$ cat src/hdl/tdv_pkg.sv
package tdv_pkg;

  typedef enum logic [1:0] {
    OP_UPDATE = 2'd0,
    OP_WRITE  = 2'd1,
    OP_READ   = 2'd2,
    OP_NONE   = 2'd3
  } op_e;

  localparam int unsigned REG_DISCOUNT = 0;
  localparam int unsigned REG_LEARN    = 1;
  localparam int unsigned REG_LOW      = 2;
  localparam int unsigned REG_HIGH     = 3;
  localparam int unsigned REG_PERIOD   = 4;
  localparam int unsigned CFG_IDX_W    = 3;

  localparam int unsigned SLOPE_W      = 18;
  localparam logic [7:0]  MIN_SEED     = 8'd100;

  typedef enum logic [3:0] {
    ST_IDLE,
    ST_RD_OLD,
    ST_RD_NXT,
    ST_MUL1,
    ST_MUL2,
    ST_WRITE,
    ST_RS_SCAN,
    ST_RS_DIV,
    ST_RS_MAP,
    ST_OUT
  } state_e;

  // controller to datapath
  typedef struct packed {
    logic load;        // capture request fields
    logic rd_old;      // table read at request address
    logic rd_nxt;      // table read at next address
    logic mul1;        // discount product and error
    logic mul2;        // learning-rate product
    logic wr_upd;      // store update result
    logic wr_entry;    // store entry value
    logic count;       // advance update count
    logic scan_rd;     // read row entry for min/max
    logic scan_acc;    // fold read entry into min/max
    logic div_start;   // start slope division
    logic div_step;    // one quotient bit
    logic map_rd;      // read row entry for mapping
    logic map_wr;      // write mapped entry
    logic row_clr;     // reset row counter
    logic col_inc;     // next column
    logic row_inc;     // next row
    logic col_clr;
    logic set_flag;
  } cmd_t;

  // datapath to controller
  typedef struct packed {
    op_e  op;
    logic rescale_due;
    logic col_last;
    logic row_last;
    logic div_done;
  } sts_t;

endpackage

$ cat src/hdl/tdv_ctrl.sv
module tdv_ctrl (
  input  logic          clk_i,
  input  logic          rst_ni,
  input  logic          s_axis_tvalid,
  output logic          s_axis_tready,
  output logic          m_axis_tvalid,
  input  logic          m_axis_tready,
  input  tdv_pkg::sts_t sts_i,
  output tdv_pkg::cmd_t cmd_o
);
  import tdv_pkg::*;

  state_e state_q, state_d;
  logic   scan_pend_q, scan_pend_d;
  logic   scan_last_q, scan_last_d;
  logic   map_last_q, map_last_d;

  // state register
  always_ff @(posedge clk_i or negedge rst_ni) begin
    if (!rst_ni) begin
      state_q     <= ST_IDLE;
      scan_pend_q <= 1'b0;
      scan_last_q <= 1'b0;
      map_last_q  <= 1'b0;
    end else begin
      state_q     <= state_d;
      scan_pend_q <= scan_pend_d;
      scan_last_q <= scan_last_d;
      map_last_q  <= map_last_d;
    end
  end

  // next state and commands
  always_comb begin
    state_d       = state_q;
    scan_pend_d   = 1'b0;
    scan_last_d   = 1'b0;
    map_last_d    = 1'b0;
    cmd_o         = '0;
    s_axis_tready = 1'b0;
    m_axis_tvalid = 1'b0;
    case (state_q)
      ST_IDLE: begin
        s_axis_tready = 1'b1;
        if (s_axis_tvalid) begin
          cmd_o.load = 1'b1;
          state_d    = ST_RD_OLD;
        end
      end
      ST_RD_OLD: begin
        case (sts_i.op)
          OP_UPDATE: begin
            cmd_o.rd_old = 1'b1;
            state_d      = ST_RD_NXT;
          end
          OP_WRITE: begin
            cmd_o.wr_entry = 1'b1;
            state_d        = ST_OUT;
          end
          OP_READ: begin
            cmd_o.rd_old = 1'b1;
            state_d      = ST_OUT;
          end
          default: state_d = ST_OUT;
        endcase
      end
      ST_RD_NXT: begin
        cmd_o.rd_nxt = 1'b1;
        state_d      = ST_MUL1;
      end
      ST_MUL1: begin
        cmd_o.mul1 = 1'b1;
        state_d    = ST_MUL2;
      end
      ST_MUL2: begin
        cmd_o.mul2 = 1'b1;
        state_d    = ST_WRITE;
      end
      ST_WRITE: begin
        cmd_o.wr_upd = 1'b1;
        cmd_o.count  = 1'b1;
        if (sts_i.rescale_due) begin
          cmd_o.set_flag = 1'b1;
          cmd_o.row_clr  = 1'b1;
          cmd_o.col_clr  = 1'b1;
          state_d        = ST_RS_SCAN;
        end else begin
          state_d = ST_OUT;
        end
      end
      // read pipeline: issue read, fold on following cycle
      ST_RS_SCAN: begin
        if (scan_last_q) begin
          // last entry is folded in on the division start cycle
          cmd_o.div_start = 1'b1;
          cmd_o.col_clr   = 1'b1;
          state_d         = ST_RS_DIV;
        end else begin
          cmd_o.scan_rd  = 1'b1;
          cmd_o.scan_acc = scan_pend_q;
          scan_pend_d    = 1'b1;
          if (sts_i.col_last) scan_last_d = 1'b1;
          else cmd_o.col_inc = 1'b1;
        end
      end
      ST_RS_DIV: begin
        cmd_o.div_step = 1'b1;
        if (sts_i.div_done) begin
          cmd_o.map_rd = 1'b1;
          if (sts_i.col_last) map_last_d = 1'b1;
          else cmd_o.col_inc = 1'b1;
          state_d = ST_RS_MAP;
        end
      end
      // write back the entry read last cycle and, unless it was the row's last, read the next one
      ST_RS_MAP: begin
        cmd_o.map_wr = 1'b1;
        if (map_last_q) begin
          cmd_o.col_clr = 1'b1;
          if (sts_i.row_last) begin
            state_d = ST_OUT;
          end else begin
            cmd_o.row_inc = 1'b1;
            state_d       = ST_RS_SCAN;
          end
        end else begin
          cmd_o.map_rd = 1'b1;
          if (sts_i.col_last) map_last_d = 1'b1;
          else cmd_o.col_inc = 1'b1;
        end
      end
      ST_OUT: begin
        m_axis_tvalid = 1'b1;
        if (m_axis_tready) state_d = ST_IDLE;
      end
      default: state_d = ST_IDLE;
    endcase
  end

`ifndef SYNTHESIS
  a_no_accept_busy: assert property (@(posedge clk_i) disable iff (!rst_ni)
    (state_q != ST_IDLE) |-> !s_axis_tready) else $error("ready while busy");
  a_out_excl: assert property (@(posedge clk_i) disable iff (!rst_ni)
    m_axis_tvalid |-> !s_axis_tready) else $error("both sides open");
  a_load_next: assert property (@(posedge clk_i) disable iff (!rst_ni)
    cmd_o.load |=> (state_q == ST_RD_OLD)) else $error("load lost");
`endif
endmodule

$ cat src/hdl/tdv_dpath.sv
module tdv_dpath #(
  parameter int unsigned NUM_STATES  = 16,
  parameter int unsigned NUM_ACTIONS = 4
) (
  input  logic                          clk_i,
  input  logic                          rst_ni,
  input  tdv_pkg::cmd_t                 cmd_i,
  output tdv_pkg::sts_t                 sts_o,
  input  logic [1:0]                    operation_i,
  input  logic [3:0]                    prev_state_i,
  input  logic [1:0]                    prev_action_i,
  input  logic [3:0]                    next_state_i,
  input  logic [1:0]                    next_action_i,
  input  logic [7:0]                    reward_i,
  input  logic [7:0]                    entry_value_i,
  input  logic                          cfg_we_i,
  input  logic [tdv_pkg::CFG_IDX_W-1:0] cfg_idx_i,
  input  logic [15:0]                   cfg_data_i,
  output logic [7:0]                    value_out_o,
  output logic                          rescaled_o
);
  import tdv_pkg::*;

  localparam int unsigned SW    = (NUM_STATES > 1) ? $clog2(NUM_STATES) : 1;
  localparam int unsigned AW    = (NUM_ACTIONS > 1) ? $clog2(NUM_ACTIONS) : 1;
  localparam int unsigned DEPTH = NUM_STATES * NUM_ACTIONS;
  localparam int unsigned ADW   = $clog2(DEPTH);

  // configuration registers
  logic signed [7:0] disc_q, eta_q;
  logic [7:0]        low_q, high_q;
  logic [15:0]       period_q, count_q;

  always_ff @(posedge clk_i or negedge rst_ni) begin
    if (!rst_ni) begin
      disc_q   <= '0;
      eta_q    <= '0;
      low_q    <= '0;
      high_q   <= '0;
      period_q <= '0;
    end else if (cfg_we_i) begin
      case (cfg_idx_i)
        CFG_IDX_W'(REG_DISCOUNT): disc_q   <= cfg_data_i[7:0];
        CFG_IDX_W'(REG_LEARN):    eta_q    <= cfg_data_i[7:0];
        CFG_IDX_W'(REG_LOW):      low_q    <= cfg_data_i[7:0];
        CFG_IDX_W'(REG_HIGH):     high_q   <= cfg_data_i[7:0];
        CFG_IDX_W'(REG_PERIOD):   period_q <= cfg_data_i;
        default: ;
      endcase
    end
  end

  // captured request fields; state and action each taken modulo their count
  op_e          op_q;
  logic [ADW-1:0] here_q, there_q;
  logic [7:0]   rew_q, ent_q;

  // modulo folding as a small lookup over the field values
  function automatic logic [ADW-1:0] addr_of(logic [3:0] st, logic [1:0] ac);
    logic [SW-1:0] s;
    logic [AW-1:0] a;
    s = '0;
    a = '0;
    for (int k = 0; k < 16; k++) begin
      if (st == 4'(k)) s = SW'(k % NUM_STATES);
    end
    for (int k = 0; k < 4; k++) begin
      if (ac == 2'(k)) a = AW'(k % NUM_ACTIONS);
    end
    return ADW'(32'(s) * NUM_ACTIONS + 32'(a));
  endfunction

  always_ff @(posedge clk_i) begin
    if (cmd_i.load) begin
      op_q    <= op_e'(operation_i);
      here_q  <= addr_of(prev_state_i, prev_action_i);
      there_q <= addr_of(next_state_i, next_action_i);
      rew_q   <= reward_i;
      ent_q   <= entry_value_i;
    end
  end

  // row and column counters for rescale
  logic [SW-1:0] row_q;
  logic [AW-1:0] col_q;
  always_ff @(posedge clk_i) begin
    if (cmd_i.row_clr) row_q <= '0;
    else if (cmd_i.row_inc) row_q <= row_q + 1'b1;
    if (cmd_i.col_clr) col_q <= '0;
    else if (cmd_i.col_inc) col_q <= col_q + 1'b1;
  end
  logic [ADW-1:0] row_addr;
  assign row_addr = ADW'(32'(row_q) * NUM_ACTIONS + 32'(col_q));

  // value table, one read port and one write port, registered read
  logic [7:0]     mem [DEPTH];
  logic [7:0]     rd_q;
  logic [ADW-1:0] waddr, raddr;
  logic [7:0]     wdata;
  logic           we, re;
  logic [7:0]     new_val, map_val;
  logic [ADW-1:0] mac_q;

  always_comb begin
    raddr = cmd_i.rd_nxt ? there_q : (cmd_i.rd_old ? here_q : row_addr);
    re    = cmd_i.rd_old | cmd_i.rd_nxt | cmd_i.scan_rd | cmd_i.map_rd;
    we    = cmd_i.wr_upd | cmd_i.wr_entry | cmd_i.map_wr;
    waddr = cmd_i.map_wr ? mac_q : here_q;
    wdata = cmd_i.wr_entry ? ent_q : (cmd_i.wr_upd ? new_val : map_val);
  end

  always_ff @(posedge clk_i) begin
    if (cmd_i.map_rd) mac_q <= row_addr;
    if (we) mem[waddr] <= wdata;
    if (re) rd_q <= mem[raddr];
  end

  // update arithmetic
  logic [7:0]          old_q;
  logic signed [17:0]  err_q;
  logic signed [31:0]  acc_q;
  logic signed [17:0]  err_d;
  always_comb begin
    err_d = 18'(disc_q * $signed({1'b0, rd_q})) - $signed({3'b0, old_q, 7'b0});
    if (rew_q[7]) err_d = err_d - $signed({4'b0, rew_q, 6'b0});
    else          err_d = err_d + $signed({4'b0, rew_q, 6'b0});
  end
  always_ff @(posedge clk_i) begin
    if (cmd_i.rd_nxt) old_q <= rd_q;
    if (cmd_i.mul1) err_q <= err_d;
    if (cmd_i.mul2) acc_q <= 32'(err_q * eta_q) + $signed({10'b0, old_q, 14'b0});
  end
  assign new_val = acc_q[21:14];

  // update counter
  logic [15:0] cnt_inc;
  assign cnt_inc = count_q + 1'b1;
  assign sts_o.rescale_due = (period_q != '0) && (cnt_inc >= period_q);
  always_ff @(posedge clk_i or negedge rst_ni) begin
    if (!rst_ni) count_q <= '0;
    else if (cmd_i.count) count_q <= sts_o.rescale_due || period_q == '0 ? '0 : cnt_inc;
  end

  // row min/max scan
  logic [7:0] hi_q, lo_q;
  always_ff @(posedge clk_i) begin
    if (cmd_i.col_clr && !cmd_i.div_start) begin
      hi_q <= '0;
      lo_q <= MIN_SEED;
    end else if (cmd_i.scan_acc) begin
      if (rd_q > hi_q) hi_q <= rd_q;
      if (rd_q < lo_q) lo_q <= rd_q;
    end
  end
  // fold the final entry in on the division start cycle
  logic [7:0] hi_f, lo_f;
  assign hi_f = (rd_q > hi_q) ? rd_q : hi_q;
  assign lo_f = (rd_q < lo_q) ? rd_q : lo_q;

  // restoring divider, one quotient bit per cycle
  logic [7:0]         dhi_q, dlo_q, den_q;
  logic [SLOPE_W-1:0] quo_q;
  logic [8:0]         rem_q;
  logic [4:0]         dcnt_q;
  logic [7:0]         span;
  logic [9:0]         trial;
  assign span  = (high_q > low_q) ? high_q - low_q : 8'd0;
  assign trial = {rem_q, quo_q[SLOPE_W-1]} ;
  always_ff @(posedge clk_i) begin
    if (cmd_i.div_start) begin
      dhi_q  <= hi_f;
      dlo_q  <= lo_f;
      den_q  <= hi_f - lo_f;
      quo_q  <= {span, 10'b0};
      rem_q  <= '0;
      dcnt_q <= 5'(SLOPE_W);
    end else if (cmd_i.div_step && dcnt_q != '0) begin
      dcnt_q <= dcnt_q - 1'b1;
      if (trial >= {2'b0, den_q}) begin
        rem_q <= 9'(trial - {2'b0, den_q});
        quo_q <= {quo_q[SLOPE_W-2:0], 1'b1};
      end else begin
        rem_q <= trial[8:0];
        quo_q <= {quo_q[SLOPE_W-2:0], 1'b0};
      end
    end
  end
  assign sts_o.div_done = (dcnt_q == '0);

  // linear map of one entry
  logic signed [28:0] t;
  always_comb begin
    t = $signed({1'b0, quo_q}) * ($signed({1'b0, rd_q}) - $signed({1'b0, dhi_q}))
        + $signed({11'b0, high_q, 10'b0});
    if (dhi_q == dlo_q || rd_q == dhi_q) map_val = high_q;
    else if (rd_q == dlo_q)              map_val = low_q;
    else                                 map_val = t[17:10];
  end

  // result register; a read is held once its table data has arrived
  logic [7:0] vout_q;
  logic       flag_q;
  logic       rd_out_q;
  always_ff @(posedge clk_i) begin
    if (cmd_i.load) begin
      vout_q <= '0;
    end else if (cmd_i.wr_upd) begin
      vout_q <= new_val;
    end else if (cmd_i.wr_entry) begin
      vout_q <= ent_q;
    end else if (rd_out_q) begin
      vout_q <= rd_q;
    end
    if (cmd_i.load) flag_q <= 1'b0;
    else if (cmd_i.set_flag) flag_q <= 1'b1;
  end
  always_ff @(posedge clk_i or negedge rst_ni) begin
    if (!rst_ni) rd_out_q <= 1'b0;
    else rd_out_q <= cmd_i.rd_old && op_q == OP_READ;
  end
  assign value_out_o = rd_out_q ? rd_q : vout_q;
  assign rescaled_o  = flag_q;

  assign sts_o.op       = op_q;
  assign sts_o.col_last = (32'(col_q) == NUM_ACTIONS - 1);
  assign sts_o.row_last = (32'(row_q) == NUM_STATES - 1);

`ifndef SYNTHESIS
  a_count_below: assert property (@(posedge clk_i) disable iff (!rst_ni)
    cmd_i.count |=> (count_q == '0 || count_q < $past(period_q)))
    else $error("count past period");
  a_no_two_wr: assert property (@(posedge clk_i) disable iff (!rst_ni)
    !(cmd_i.wr_upd && cmd_i.map_wr)) else $error("write clash");
  a_div_den: assert property (@(posedge clk_i) disable iff (!rst_ni)
    cmd_i.map_wr |-> (dhi_q >= dlo_q)) else $error("bad row range");
`endif
endmodule

$ cat src/hdl/td_value_table_update_rescale_unit.sv
// Value table with a fixed-point TD update and periodic per-row rescale.
// One request at a time: a write or read takes one table access before its result, an
// update reads both entries in turn through the single read port and applies two
// registered multiplies before its write. An update that triggers a rescale adds a
// sweep of every row, the 18-step slope divider dominating. Results wait in an output
// register until taken.
// tdata in: operation, prev_state, prev_action, next_state, next_action,
// reward, entry_value from bit 0. tdata out: value_out; tuser out: rescaled.
module td_value_table_update_rescale_unit #(
  parameter int unsigned NUM_STATES  = 16,
  parameter int unsigned NUM_ACTIONS = 4
) (
  input  logic                          clk_i,
  input  logic                          rst_ni,
  input  logic                          s_axis_tvalid,
  output logic                          s_axis_tready,
  input  logic [31:0]                   s_axis_tdata,  // op, ps, pa, ns, na, rew, val
  output logic                          m_axis_tvalid,
  input  logic                          m_axis_tready,
  output logic [7:0]                    m_axis_tdata,  // value_out
  output logic                          m_axis_tuser,  // rescaled
  input  logic                          cfg_valid_i,
  output logic                          cfg_ready_o,
  input  logic [tdv_pkg::CFG_IDX_W-1:0] cfg_index_i,
  input  logic [15:0]                   cfg_data_i
);
  import tdv_pkg::*;

  cmd_t cmd;
  sts_t sts;

  assign cfg_ready_o = 1'b1;

  tdv_ctrl u_ctrl (
    .clk_i, .rst_ni, .s_axis_tvalid, .s_axis_tready,
    .m_axis_tvalid, .m_axis_tready, .sts_i(sts), .cmd_o(cmd)
  );

  tdv_dpath #(.NUM_STATES(NUM_STATES), .NUM_ACTIONS(NUM_ACTIONS)) u_dpath (
    .clk_i, .rst_ni, .cmd_i(cmd), .sts_o(sts),
    .operation_i(s_axis_tdata[1:0]),
    .prev_state_i(s_axis_tdata[5:2]),
    .prev_action_i(s_axis_tdata[7:6]),
    .next_state_i(s_axis_tdata[11:8]),
    .next_action_i(s_axis_tdata[13:12]),
    .reward_i(s_axis_tdata[21:14]),
    .entry_value_i(s_axis_tdata[29:22]),
    .cfg_we_i(cfg_valid_i),
    .cfg_idx_i(cfg_index_i),
    .cfg_data_i(cfg_data_i),
    .value_out_o(m_axis_tdata),
    .rescaled_o(m_axis_tuser)
  );
endmodule

$ cat config.mk
export PLATFORM = sky130hd
export DESIGN_NAME = td_value_table_update_rescale_unit
export DESIGN_NICKNAME = d
export VERILOG_FILES = /design/src/hdl/tdv_pkg.sv /design/src/hdl/tdv_ctrl.sv /design/src/hdl/tdv_dpath.sv /design/src/hdl/td_value_table_update_rescale_unit.sv
export SDC_FILE = /design/constraint.sdc
export NUM_CORES = 2
export LEC_CHECK = 0
export ABC_AREA = 1
export BUFFER_PORTS_ARGS = -buffer_cell sky130_fd_sc_hd__buf_2
export CAP_MARGIN = 20
export CORE_AREA = 2 2 364 456
export CTS_BUF_LIST = sky130_fd_sc_hd__clkbuf_2
export CTS_CLUSTER_SIZE = 12
export DETAILED_ROUTE_END_ITERATION = 10
export DIE_AREA = 0 0 366 458
export HOLD_SLACK_MARGIN = 0.03
export MAX_ROUTING_LAYER = met4
export PLACE_DENSITY = 0.49
export SYNTH_ARGS = -nofsm -noshare
export SYNTH_HDL_FRONTEND = slang
export SYNTH_HIERARCHICAL = 1
export SYNTH_SLANG_ARGS = --single-unit
$ cat constraint.sdc
create_clock -name clk_i -period 21.6 [get_ports clk_i]
set_input_delay 4.32 -clock clk_i [delete_from_list [all_inputs] [get_ports clk_i]]
set_output_delay 4.32 -clock clk_i [all_outputs]
set_load 0.005 [all_outputs]
=== Word-level counts from Yosys, hierarchy flattened ===
Memory sizes are Yosys's and may differ from the RTL's. A register that Yosys moved wholly into a read port is not among the register bits.
Index checks and enable logic that the tools add are counted.

* Bits in registers: 243
* Bits in writable memories: 512
* Input bits: 56
* Output and inout bits: 12
* Word-level logic and storage cells: 257
* Memories kept: 1

* $add $sub $neg: 16
* $mul: 3
* Order comparisons: 5
* Equality and inequality tests: 61
* Multiplexer cells: 111
* Bitwise logic cells: 5
* Reduce and logical (&&, ||, !) cells: 22

{| class="wikitable"
|+ Memory list
! memory !! words !! width !! rd ports !! clocked after Yosys merged registers in !! wr ports !! RTL line !! source
|-
| u_dpath.mem || 64 || 8 || 1 || 1 || 1 || tdv_dpath.sv:96 || <nowiki>logic [7:0] mem [DEPTH];</nowiki>
|}

{| class="wikitable"
|+ Operators by type and width
! operator !! count
|-
| $mux 4 || 26
|-
| $mux 8 || 10
|-
| $eq 4x4->1 const B || 19
|-
| $mux 18 || 3
|-
| $eq 4x3->1 const B || 12
|-
| $mux 1 || 40
|-
| $pmux 4 s10 || 1
|-
| $mux 3 || 9
|-
| $mux 2 || 13
|-
| $eq 4x2->1 const B || 6
|-
| $eq 8x8->1 || 3
|-
| $add 22x22->22 || 1
|-
| $mul 18x8->22 || 1
|-
| $mul 19x9->18 || 1
|-
| $add 18x15->18 || 1
|-
| $add 18x18->18 || 1
|-
| $add 6x2->6 || 3
|-
| $mux 6 || 3
|-
| $sub 18x15->18 || 1
|-
| $sub 18x16->18 || 1
|-
| $mul 8x9->17 || 1
|-
| $add 16x1->16 const B || 1
|-
| $ge 16x16->1 || 1
|-
| $gt 8x8->1 || 2
|-
| other kinds (35) || 63
|}

=== Longest topological paths before layout ===
* Depth after elaboration: 18
* Gate-level depth with buffers: 37
* Gate-level depth less buffers: 36

=== Modules after synthesis ===
The synthesis kept the hierarchy.

{| class="wikitable"
|+ By module, submodules not included
! module !! instances !! cells each !! area an instance (um^2) !! sequential area each (um^2)
|-
| tdv_dpath || 1 || 4228 || 43137.6 || 21405.5
|-
| tdv_ctrl || 1 || 100 || 595.6 || 175.2
|-
| td_value_table_update_rescale_unit || 1 || 2 || 11.3 || 0.0
|}

=== Worst setup path after synthesis ===
No wires, ideal clock.

* Kind: input to register
* From: input s_axis_tvalid
* To: register u_dpath.flag_q, in the netlist u_dpath/rescaled_o
* Library setup time: 126 ps
* Arrival time: 6917 ps
* Required time: 21474 ps
* Slack: 14557 ps
* Cell stages on the path: 4
* Path buffers: 1
* Path through: inv_1 nor3_1 clkbuf_1 nor2_1

{| class="wikitable"
|+ RTL lines
! item !! RTL line !! source
|-
| start: declaration || td_value_table_update_rescale_unit.sv:15 || <nowiki>input logic s_axis_tvalid,</nowiki>
|-
| end signal: assignment || tdv_dpath.sv:214 || <nowiki>if (cmd_i.load) flag_q <= 1'b0;</nowiki>
|-
| end signal: assignment || tdv_dpath.sv:215 || <nowiki>else if (cmd_i.set_flag) flag_q <= 1'b1;</nowiki>
|-
| end: declaration || tdv_dpath.sv:202 || <nowiki>logic flag_q;</nowiki>
|}

=== Worst setup path after layout ===
* From: register u_dpath.rd_q[0] (read register of u_dpath.mem)
* To: memory u_dpath.mem[14][5], data pin

* Word-level cells in the longest chain between the ends: 7
* Elaborated cells on any way between the ends: 10
* Classes of those cells: add/sub: 2; mul: 1; eq/ne: 2; mux: 4; reduce/logical: 1

{| class="wikitable"
|+ Ends and longest elaborated chain
! item !! RTL line !! source
|-
| start: declaration || tdv_dpath.sv:97 || <nowiki>logic [7:0] rd_q;</nowiki>
|-
| $sub 8x8->9 || tdv_dpath.sv:193 || <nowiki>t = $signed({1'b0, quo_q}) * ($signed({1'b0, rd_q}) - $signed({1'b0, dhi_q}))</nowiki>
|-
| $mul 19x9->18 || tdv_dpath.sv:193 ||
|-
| $add 18x18->18 || tdv_dpath.sv:194 || <nowiki>+ $signed({11'b0, high_q, 10'b0});</nowiki>
|-
| $mux 8 || tdv_dpath.sv:196 || <nowiki>else if (rd_q == dlo_q) map_val = low_q;</nowiki>
|-
| $mux 8 (*) || tdv_dpath.sv:195 || <nowiki>if (dhi_q == dlo_q || rd_q == dhi_q) map_val = high_q;</nowiki>
|-
| $mux 8 (*) (2 in series) || tdv_dpath.sv:109 || <nowiki>wdata = cmd_i.wr_entry ? ent_q : (cmd_i.wr_upd ? new_val : map_val);</nowiki>
|-
| via u_dpath.wdata[5] || tdv_dpath.sv:99 || <nowiki>logic [7:0] wdata;</nowiki>
|-
| end: declaration || tdv_dpath.sv:96 ||
|}

The timed path passes the listed nets; every way through them passes the cells marked *.

==> results.json <==
{
  "ys_types": 58,
  "setup_viol": 0,
  "worst_slack_ns": 13.49,
  "slew_violations": 0,
  "ctsHoldBuffers": 0,
  "synth_commonest_cells": "698 x inv_1, 622 x edfxtp_1, 622 x nand2_1, 386 x o21ai_0, 363 x nor2_1",
  "grt.overflow.total": 0,
  "drc": 0,
  "layout_min_cycle_time_ns": 8.11,
  "fin_crit_sh": 0.376,
  "numCtsBuffers": 193,
  "status": "complete, no violations",
  "ys_warn_count": 6,
  "final_net_count": 4919,
  "cts_tree": "done",
  "synth_xor_area_frac": 0.0196,
  "cp_slowest_stage_delay_ns": 0.84,
  "antenna_left": 0,
  "final_hold_viol_count": 0,
  "max_freq_mhz": 123,
  "synth_compound_area_frac": 0.109,
  "critPathRequiredTime_ns": 22.74,
  "layout-drive-gt1-share": 0.108,
  "num-fill-cells": 17100,
  "post_drt_wl_per_cell_um": 17.1,
  "viasPerCell": 4.49,
  "grt_usage": 0.142,
  "initial_core_util": 0.268,
  "die_w_um": 366,
  "clkTransAtPathRegs_ns": 0.11,
  "port_buffers": 64,
  "path_class": "reg2reg",
  "place_ws_ns": 13.49,
  "clk_latency_ns": 1.55,
  "hpwl_um": 79100,
  "grt_antenna_before_repair": 2,
  "rsz0062_at_grt": "no",
  "drt_iter0_markers": 1784,
  "synth_nets": 4816,
  "syn_inst": 4330,
  "cts_resized": 0,
  "gp_congestion": 0.855,
  "cp_max_fo": 64,
  "max_cap_viol_count": 0,
  "coreArea_mm2": 0.163,
  "grt_pass1_vias": 30800,
  "drtPass1Iterations": 5,
  "end_kind": "flip-flop",
  "setup_tns_ns": 0,
  "synth.most_common_cell": "inv_1",
  "fin_worst_skew_ns": 0.116,
  "die-height_um": 458,
  "row_count": 166,
  "cp_common_cell": "nand2_1",
  "yosysSeqAreaShare": 0.493,
  "synth_flop_cell": "edfxtp_1",
  "synthMuxAreaShare": 0,
  "clkSinkCount": 749,
  "relSlewSlack": 0.295,
  "post_cts_buffers": 0,
  "netlist_area_mm2": 0.0437,
  "areaGrowthSynthToFinish_pct": 9.88,
  "ys_async_sr_fraction": 0.0961,
  "synth_top_area_share": 0.427,
  "h-tree-depth": 4,
  "synth_top_area_cell": "edfxtp_1",
  "ioPinCount": 68,
  "grt_max_degree": 178,
  "synth_top_family_by_area": "adder cells",
  "ctsLongestPathBuffers": 3,
  "slowest_stage": "edfxtp_1",
  "grt_pass1_wl_um": 179000,
  "ys_ff_latch": 749,
  "syn_avg_cell_area_um2": 10.1,
  "yosys.area_share.simple": 0.131,
  "worstMarginPinSlew_ns": 1.06,
  "synth_fa_ha_area_frac": 0.165,
  "crit_arrival_ns": 9.25,
  "synthTopCellsByArea": "edfxtp_1 43%, fa_1 11%, inv_1 6.0%",
  "vias": 30400,
  "worstSetupStartpointType": "flip-flop",
  "wl_um": 116000,
  "synth_edf_count": 622,
  "die_area_mm2": 0.168,
  "cts-root-buf": "clkbuf_2",
  "min_path_type": "reg2reg"
}
-- layer usage --
metal	global-route usage	vias to the layer above	part of all wire
li1	-	14700	-
met1	0.160	14900	0.41
met2	0.252	617	0.52
met3	0.0231	179	0.041
met4	0.0517	0	0.029
met5	-	-	0
-- cells by family after synthesis --
logic type | after synthesis
simple gates | 1324
buf+inv | 913
compound gates | 815
flops | 749
fa+ha+maj | 430
xor+xnor | 98
other cells | 1
-- layout make-up --
class,instances,area [um2],area share
Sequential cell,749,21600,0.449
Multi-Input combinational cell,2668,18600,0.388
Tap cell,2184,2730,0.0569
Inverter,709,2670,0.0556
Clock buffer,282,1410,0.0294
Timing Repair Buffer,112,716,0.0149
Clock inverter,53,313,0.00651
Antenna cell,4,10.0,0.000208
-- final timing paths --
path                                   from  slack [ns]                    to  cells after the start
max                         u_dpath/rd_q[0]       13.49    u_dpath/mem[14][5]                     30
min                        u_dpath/row_q[1]        0.46      u_dpath/mac_q[3]                      0
max reg2reg                 u_dpath/rd_q[0]       13.49    u_dpath/mem[14][5]                     30
min reg2reg                u_dpath/row_q[1]        0.46      u_dpath/mac_q[3]                      0
max in group asynchronous            rst_ni       18.21     u_dpath/disc_q[1]                      2
min in group asynchronous            rst_ni        2.72  u_dpath/period_q[11]                      1
-- layout by cell type, fill, tap and decap left out, types with 6 or more instances in the layout --
cell	n
a21o_1	8
a21oi_1	139
buf_2	63
buf_4	47
clkbuf_2	282
clkinv_1	37
clkinv_2	6
dfrtp_1	72
dfxtp_1	55
edfxtp_1	622
fa_1	244
ha_1	186
inv_1	698
inv_2	11
nand2_1	614
nand2_2	9
nand3_1	106
nand3_2	6
nand3b_1	8
nand4_1	26
nor2_1	360
nor3_1	16
nor4_1	13
o211ai_1	72
o21ai_0	385
o21ai_1	9
o21bai_1	7
o221ai_1	65
o22ai_1	99
or2_0	76
or2_1	31
or2_2	39
xnor2_1	37
xor2_1	61
-- per-stage QoR --
step / instance area [um2] / utilization / instances / hold slack [ns]
6_report: 48100 / 0.294 / 6761 / 0.463
5_1_grt: 48100 / 0.294 / 6761 / 0.493
4_1_cts: 48000 / 0.294 / 6756 / 0.467
2_1_floorplan: 43700 / - / 4330 / 0.419
3_3_place_gp: 46300 / 0.284 / 6419 / 0.432
3_5_place_dp: 46300 / 0.284 / 6421 / 0.440
-- critical path: cells and delay by family (launching register included) --
kind	cells	cell delay, ns
adders and majority gates	8	3.52
and+or+nand+nor	11	1.28
buffers and inverters	7	1.22
DFF	1	0.84
AOI/OAI and AO/OA	4	0.80
-- registers in the layout (all words and copies together), names as in the netlist, 9 cells and up --
register	flops
u_dpath/period_q	16
u_dpath/count_q	16
u_dpath/mem	512
u_dpath/err_q	18
u_dpath/rem_q	9
u_dpath/quo_q	18
Power is not shown: default switching activity piles up to over one toggle a cycle in this logic, so the estimate is an artifact.
